**config.mk**
```make
export PLATFORM = sky130hd
export DESIGN_NAME = apm_ctrl
export DESIGN_NICKNAME = d
export VERILOG_FILES = /design/src/apm_pkg.sv /design/src/apm_ctrl.sv
export SDC_FILE = /design/constraint.sdc
export NUM_CORES = 1
export LEC_CHECK = 0
export ABC_AREA = 1
export BUFFER_PORTS_ARGS = -buffer_cell sky130_fd_sc_hd__buf_2
export CORE_MARGIN = 2
export CORE_UTILIZATION = 25
export DETAILED_ROUTE_END_ITERATION = 8
export SYNTH_ARGS = -nofsm -noshare
export SYNTH_HDL_FRONTEND = slang
export SYNTH_SLANG_ARGS = --single-unit
```
**constraint.sdc**
```tcl
create_clock -name clk -period 1.4 [get_ports clk]
set_input_delay 0.07 -clock clk [delete_from_list [all_inputs] [get_ports clk]]
set_output_delay 0.07 -clock clk [all_outputs]
set_load 0.01 [all_outputs]
```
**src/apm_pkg.sv**
```systemverilog
// Shared types, constants and factory calibration tables of the autoranging power meter.
package apm_pkg;

  // Field and register widths
  localparam int CFG_IDX_W    = 3;
  localparam int CFG_DATA_W   = 12;
  localparam int LIMIT_W      = 12;
  localparam int WSEL_W       = 3;
  localparam int RANGE_W      = 3;
  localparam int POWER_W      = 50;
  localparam int STATUS_W     = 2;

  // Calibration table geometry
  localparam int CAL_SAMPLE_W    = 12;
  localparam int FACTORY_MW_W    = 48;
  localparam int COEF_W          = 27;
  localparam int CAL_ENTRIES     = 16;
  localparam int CAL_IDX_W       = 4;
  localparam int WL_ENTRIES      = 7;
  localparam int FACTORY_MW_FRAC = 40;
  localparam int COEF_FRAC       = 24;

  // Configuration register indexes
  localparam logic [CFG_IDX_W-1:0] REG_HIGH_THRESHOLD    = 3'd0;
  localparam logic [CFG_IDX_W-1:0] REG_LOW_THRESHOLD     = 3'd1;
  localparam logic [CFG_IDX_W-1:0] REG_OVER_LIMIT        = 3'd2;
  localparam logic [CFG_IDX_W-1:0] REG_UNDER_LIMIT       = 3'd3;
  localparam logic [CFG_IDX_W-1:0] REG_WAVELENGTH_SELECT = 3'd4;

  // Register reset values
  localparam logic [LIMIT_W-1:0] HIGH_THRESHOLD_RST = 12'd3850;
  localparam logic [LIMIT_W-1:0] LOW_THRESHOLD_RST  = 12'd150;
  localparam logic [LIMIT_W-1:0] OVER_LIMIT_RST     = 12'd4080;
  localparam logic [LIMIT_W-1:0] UNDER_LIMIT_RST    = 12'd30;
  localparam logic [WSEL_W-1:0]  WSEL_RST           = 3'd4;
  localparam logic [WSEL_W-1:0]  WSEL_LAST          = 3'd6;
  localparam logic [RANGE_W-1:0] RANGE_RST          = 3'd4;

  // Level status codes
  localparam logic [STATUS_W-1:0] STATUS_NORMAL = 2'd0;
  localparam logic [STATUS_W-1:0] STATUS_OVER   = 2'd1;
  localparam logic [STATUS_W-1:0] STATUS_UNDER  = 2'd2;

  localparam logic [POWER_W-1:0] POWER_MAX = '1;

  // Factory calibration sample points
  typedef logic [CAL_ENTRIES-1:0][CAL_SAMPLE_W-1:0] sample_tab_t;
  localparam sample_tab_t CAL_SAMPLE = {
    12'd211,  12'd532,  12'd729,  12'd3089, 12'd784,  12'd3924, 12'd779,  12'd3889,
    12'd776,  12'd3865, 12'd809,  12'd3207, 12'd618,  12'd3646, 12'd799,  12'd3312
  };

  // Factory powers and coefficients as decimal mantissa times ten to the minus exponent
  typedef logic [CAL_ENTRIES-1:0][31:0] pow_mant_t;
  typedef logic [CAL_ENTRIES-1:0][3:0]  pow_exp_t;
  localparam pow_mant_t POW_MANT = {
    32'd202399997, 32'd511600001, 32'd630957629, 32'd316227779,
    32'd630957657, 32'd316227757, 32'd630957249, 32'd316227763,
    32'd630957261, 32'd316227749, 32'd630957261, 32'd251188636,
    32'd501187205, 32'd31622777,  32'd630957365, 32'd501187286
  };
  localparam pow_exp_t POW_EXP = {
    4'd14, 4'd14, 4'd14, 4'd13, 4'd13, 4'd12, 4'd12, 4'd11,
    4'd11, 4'd10, 4'd10, 4'd9,  4'd9,  4'd7,  4'd8,  4'd7
  };

  typedef logic [WL_ENTRIES-1:0][31:0] coef_mant_t;
  typedef logic [WL_ENTRIES-1:0][3:0]  coef_exp_t;
  localparam coef_mant_t COEF_MANT = {
    32'd10958333, 32'd105852938, 32'd1, 32'd998819292,
    32'd11150012, 32'd119675398, 32'd499930096
  };
  localparam coef_exp_t COEF_EXP = {4'd7, 4'd8, 4'd0, 4'd9, 4'd7, 4'd8, 4'd8};

  // Round mant * 10^-exp10 * 2^frac to nearest, half up; elaboration only
  function automatic logic [FACTORY_MW_W-1:0] fixed_from_decimal(
      input logic [31:0] mant, input logic [3:0] exp10, input int frac);
    logic [127:0] n;
    n = 128'(mant) << (frac + 1);
    for (int i = 0; i < 15; i++) begin
      if (i < int'(exp10)) n = n / 128'd10;
    end
    n = (n + 128'd1) >> 1;
    return n[FACTORY_MW_W-1:0];
  endfunction

  typedef logic [CAL_ENTRIES-1:0][FACTORY_MW_W-1:0] power_tab_t;
  typedef logic [WL_ENTRIES-1:0][COEF_W-1:0]        coef_tab_t;

  function automatic power_tab_t build_power_tab();
    power_tab_t t;
    for (int i = 0; i < CAL_ENTRIES; i++) begin
      t[i] = fixed_from_decimal(POW_MANT[i], POW_EXP[i], FACTORY_MW_FRAC);
    end
    return t;
  endfunction

  function automatic coef_tab_t build_coef_tab();
    coef_tab_t t;
    for (int i = 0; i < WL_ENTRIES; i++) begin
      t[i] = COEF_W'(fixed_from_decimal(COEF_MANT[i], COEF_EXP[i], COEF_FRAC));
    end
    return t;
  endfunction

  localparam power_tab_t FACTORY_MW = build_power_tab();
  localparam coef_tab_t  WL_COEF    = build_coef_tab();

  // Controller to datapath commands
  typedef struct packed {
    logic accept;
    logic prep;
    logic mul_lo;
    logic mul_hi;
    logic div_start;
    logic fix;
    logic scl_lo;
    logic scl_hi;
    logic load_out;
  } ctl_cmd_t;

  // Datapath to controller status
  typedef struct packed {
    logic measure;
    logic div_done;
  } dp_stat_t;

endpackage

```
**src/apm_ctrl.sv**
```systemverilog
// Sequencing state machine: handshakes and datapath step commands.
module apm_ctrl (
  input  logic              clk,
  input  logic              rst_n,
  input  logic              in_valid,
  output logic              in_ready,
  output logic              out_valid,
  input  logic              out_ready,
  input  apm_pkg::dp_stat_t stat,
  output apm_pkg::ctl_cmd_t cmd
);

  localparam logic [3:0] S_IDLE     = 4'd0;
  localparam logic [3:0] S_PREP     = 4'd1;
  localparam logic [3:0] S_MUL_LO   = 4'd2;
  localparam logic [3:0] S_MUL_HI   = 4'd3;
  localparam logic [3:0] S_DIV_GO   = 4'd4;
  localparam logic [3:0] S_DIV_WAIT = 4'd5;
  localparam logic [3:0] S_FIX      = 4'd6;
  localparam logic [3:0] S_SCL_LO   = 4'd7;
  localparam logic [3:0] S_SCL_HI   = 4'd8;
  localparam logic [3:0] S_DONE     = 4'd9;

  logic [3:0] state_r, state_nxt;
  logic       out_valid_r, out_valid_nxt;
  logic       slot_free;

  assign in_ready  = (state_r == S_IDLE);
  assign out_valid = out_valid_r;
  assign slot_free = !out_valid_r || out_ready;

  // Next state and commands
  always_comb begin
    state_nxt = state_r;
    cmd       = '0;
    unique case (state_r)
      S_IDLE: begin
        if (in_valid) begin
          cmd.accept = 1'b1;
          state_nxt  = stat.measure ? S_PREP : S_DONE;
        end
      end
      S_PREP: begin
        cmd.prep  = 1'b1;
        state_nxt = S_MUL_LO;
      end
      S_MUL_LO: begin
        cmd.mul_lo = 1'b1;
        state_nxt  = S_MUL_HI;
      end
      S_MUL_HI: begin
        cmd.mul_hi = 1'b1;
        state_nxt  = S_DIV_GO;
      end
      S_DIV_GO: begin
        cmd.div_start = 1'b1;
        state_nxt     = S_DIV_WAIT;
      end
      S_DIV_WAIT: begin
        if (stat.div_done) state_nxt = S_FIX;
      end
      S_FIX: begin
        cmd.fix   = 1'b1;
        state_nxt = S_SCL_LO;
      end
      S_SCL_LO: begin
        cmd.scl_lo = 1'b1;
        state_nxt  = S_SCL_HI;
      end
      S_SCL_HI: begin
        cmd.scl_hi = 1'b1;
        state_nxt  = S_DONE;
      end
      S_DONE: begin
        if (slot_free) begin
          cmd.load_out = 1'b1;
          state_nxt    = S_IDLE;
        end
      end
      default: state_nxt = S_IDLE;
    endcase
  end

  // Hold the result until its transfer
  always_comb begin
    out_valid_nxt = out_valid_r;
    if (cmd.load_out) out_valid_nxt = 1'b1;
    else if (out_ready) out_valid_nxt = 1'b0;
  end

  always_ff @(posedge clk) begin
    if (!rst_n) begin
      state_r     <= S_IDLE;
      out_valid_r <= 1'b0;
    end else begin
      state_r     <= state_nxt;
      out_valid_r <= out_valid_nxt;
    end
  end

endmodule

```
# Word level (Yosys, flattened, before mapping)
# Index checks and enable logic that the tools add are counted.
# totals
register_bits	5
out_inout_bits	11
elab_cells	37
# op_classes
n_eq_ne	12
muxes	18
reduce_logical	5
# ops
cell	count
4-bit one-hot mux with 10 select lines	1
4-bit by 3-bit equality test with 1-bit output, second input constant	4
4-bit two-way mux	4
1-bit two-way mux	13
4-bit by 2-bit equality test with 1-bit output, second input constant	2
4-bit equality test, second input constant	2
2-bit inequality test, second input constant	3
4-bit by 1-bit equality test with 1-bit output, second input constant	1
4-bit logical NOT	1
3-bit AND reduction	1
2-bit nonzero test	1
1-bit logical NOT	1
1-bit logical OR	1

# Depth between registers and ports, before layout
# logic_depth
word_depth	5
mapped_depth	7
depth_no_buf	7

# Worst setup path before layout
# Ideal clock, no wire load.
# synth_timing
kind	reg2reg
start	register state_r[0]
end	register state_r[3]
setup_ns	0.112
arrival_time_ns	0.925
required_time_ns	1.288
setup_slack_ns	0.363
stages_incl_launch_ff	8
path_buffers	0
period_less_slack_ns	1.037
path_cell_list	dfxtp_1 -> inv_2 -> nor2_2 -> nand3_1 -> nand3_2 -> nand2_1 -> nand2_1 -> nor2_2
# synth_via
elab_chain_len	3
word_cells_on_any_way	15
cone_classes	eq/ne: 12; mux: 1; reduce/logical: 2
# synth_rtl
element	line_no	source
start: declaration	apm_ctrl.sv:24	logic [3:0] state_r, state_nxt;
start signal: assignment	apm_ctrl.sv:96	state_r <= state_nxt;
4-bit equality test, or another cell as far along	apm_ctrl.sv:36	unique case (state_r)
2-bit inequality test (no line)	n/a	
3-bit AND reduction (no line)	n/a	
# Parallel ways exist; a longest one is shown, timed or not.
# A chain may end at the register's enable or synchronous reset.

==> qor.json <==
{
  "grt_max_degree": 7,
  "globalplace.congestion": 0.762,
  "n_antenna_cell": 0,
  "critical_path.startpoint_type": "register",
  "synth.ff_latch_count": 5,
  "wl_per_cell_um": 8.20,
  "synth.largest_area_cell": "sky130_fd_sc_hd__dfxtp_1",
  "hpwlAfterDp_um": 689,
  "internal_power_uw": 493,
  "power.share.combinational_pct": 55.9,
  "tritoncts_sinks": 5,
  "die_x_um": 42.4,
  "power_density_mw_per_mm2": 1920,
  "synth_top_cell_area_share_pct": 27.1,
  "run_status": "finished, final reports clean",
  "max_cap_viol_count": 0,
  "worstSkewPairLatency_ns": 0.24,
  "leakage_power_figure_uw": 0.000293,
  "total_nets_final": 86,
  "cts-hold-fix-buffers": 0,
  "num_io_pins": 17,
  "drive_above_1_share_pct": 43.0,
  "clk_pin_slew_worst_paths_ns": 0.04,
  "grt_use_total_pct": 9.75,
  "pre_repair_dr_iteration_count": 4,
  "floorplan.die_area_mm2": 0.00180,
  "cp_slowest_cell": "sky130_fd_sc_hd__dfxtp_1",
  "finClkSkew_ns": 0.00174,
  "crit_family": "flip-flops",
  "syn_avg_cell_area_um2": 6.15,
  "post_synth_main_area_contributors": "sky130_fd_sc_hd__dfxtp_1 (27%), sky130_fd_sc_hd__inv_1 (11%), sky130_fd_sc_hd__nor2_2 (10%)",
  "finalSetupTns_ns": 0,
  "max-vdd-ir-drop_uv": 692,
  "fp-row-count": 13,
  "power_switching_uw": 442,
  "synth.distinct_cells": 13,
  "worst_path_buffer_plus_inverter_count": 2,
  "route.detailed.drc": 0,
  "final_max_slew_viol_count": 0,
  "tritoncts": "yes",
  "arrival_ns": 1.21,
  "post_synth_inst_count": 60,
  "seq_power_share_pct": 26.8,
  "timing_worst_slew_pin_value_ns": 0.231,
  "route.antenna.remaining_nets": 0,
  "final.period_utilization_pct": 91.2,
  "grt_first_pass_wirelength_mm": 1.35,
  "worstSetupEndpointType": "output port",
  "fin_crit_ns": 1.28,
  "antenna_found_initial": 0,
  "io_buffer_count": 16,
  "hold_viol_final": 0,
  "first_iter_violations": 4,
  "rsz_0062_raised_after_global_routing": "false",
  "worstPathRequired_ns": 1.33,
  "core_mm2": 0.00133,
  "detailedPlace.worstSlack_ns": 0.259,
  "layout.cells.most_common": "sky130_fd_sc_hd__buf_2",
  "slowest_delay_ns": 0.40,
  "route.detailed.vias_per_inst": 4.28,
  "mapped_nets": 66,
  "route.vias.total": 402,
  "min-delay-path-class": "in -> reg",
  "crit_path_max_fanout": 4,
  "slew_headroom_pct": 84.5,
  "timing_worst_setup_path_type": "reg -> out",
  "sw_frac_of_total_pct": 47.2,
  "cts_setup_buffers": 0,
  "post-route-worst-setup-slack_ns": 0.123,
  "ys.warnings.count": 0,
  "final-setup-viol-count": 0,
  "cts-resized-gates": 0,
  "grt_pass1_vias": 374,
  "h-tree-depth": 1,
  "clock_power_share_pct": 17.3,
  "most-common-layout-cells": "sky130_fd_sc_hd__buf_2 (16), sky130_fd_sc_hd__inv_1 (11), sky130_fd_sc_hd__nor2_1 (9), sky130_fd_sc_hd__nand2_1 (9), sky130_fd_sc_hd__nor2_2 (6)",
  "grt_remaining_overflow": 0,
  "floorplan.initialDensity_pct": 27.7,
  "die_h_um": 42.4,
  "critical_path.cell_chain": "inv_2, nor2_1, nand2_1, nor2_2, buf_2",
  "cts_inserted_buffers": 3,
  "buffer_cell_driving_the_clock_tree_root": "sky130_fd_sc_hd__clkbuf_4",
  "post_synthesis_sequential_area_ratio_pct": 27.1,
  "synth_area_um2": 369,
  "fmaxAchievable_ghz": 0.783,
  "totalWireLength_um": 771,
  "area.growth.synth_to_final_pct": 32.2,
  "cts-root-to-sink-buffers": 2
}
[final cells by class]
type | count | area [um2]
inverter | 15 | 56.3
fill | 163 | 846
multi-input combinational | 39 | 205
tap | 15 | 18.8
sequential | 5 | 101
clock buffer | 4 | 26.3
timing repair buffer | 16 | 80.1
[through the flow]
stage	utilization, %	hold slack, ns	std cells	total power, uW	instance area [um2]
3_3_place_gp	34.5	0.332	90	775	460
5_1_grt	36.6	0.0744	94	1030	488
4_1_cts	36.5	0.0835	94	949	487
3_5_place_dp	34.5	0.332	90	780	460
2_1_floorplan	-	0.187	60	640	369
6_report	36.6	0.0868	94	935	488
[worst paths after layout]
kind	depth (start not counted)	startpoint	end	slack, ns
min	2	rst_n	state_r[2]	0.09
max reg2reg	7	state_r[3]	state_r[3]	0.26
max	5	state_r[3]	cmd[0]	0.12
min reg2reg	4	out_valid	out_valid	0.59
[per-layer routing]
metal	vias to the layer above	share of wire, %	global-route usage, %
met5	-	0	0
met4	0	1.9	7.50
met3	2	6.7	1.72
met2	13	47	16.6
met1	171	44	10.5
li1	216	-	-
[power groups by stage]
stage | logic, uW | registers [uW] | clock network [uW]
4_1_cts | 530 | 248 | 170
6_report | 523 | 250 | 162
3_3_place_gp | 525 | 250 | 0
3_5_place_dp | 529 | 251 | 0
2_1_floorplan | 398 | 242 | 0
5_1_grt | 587 | 260 | 188
[synth_stat cells]
master	n
sky130_fd_sc_hd__inv_1	11
sky130_fd_sc_hd__a21oi_1	1
sky130_fd_sc_hd__nor3_1	5
sky130_fd_sc_hd__nor2_4	2
sky130_fd_sc_hd__nand3_1	4
sky130_fd_sc_hd__dfxtp_1	5
sky130_fd_sc_hd__buf_4	1
sky130_fd_sc_hd__nand3_2	2
sky130_fd_sc_hd__o21a_1	1
sky130_fd_sc_hd__nor2_2	6
sky130_fd_sc_hd__nor2_1	9
sky130_fd_sc_hd__inv_2	4
sky130_fd_sc_hd__nand2_1	9
[sequential cells by signal, summed over array words and instances, names as in the netlist]
| name | count |
|---|---|
| out_valid | 1 |
| state_r | 4 |
[cells by family after synthesis]
| logic type | Yosys count | share of synthesized area [%] |
|---|---|---|
| compound gates | 2 | 3.39 |
| simple gates | 37 | 52.2 |
| flops | 5 | 27.1 |
| buf+inv | 16 | 17.3 |
Power figures use the tool's default switching activity.
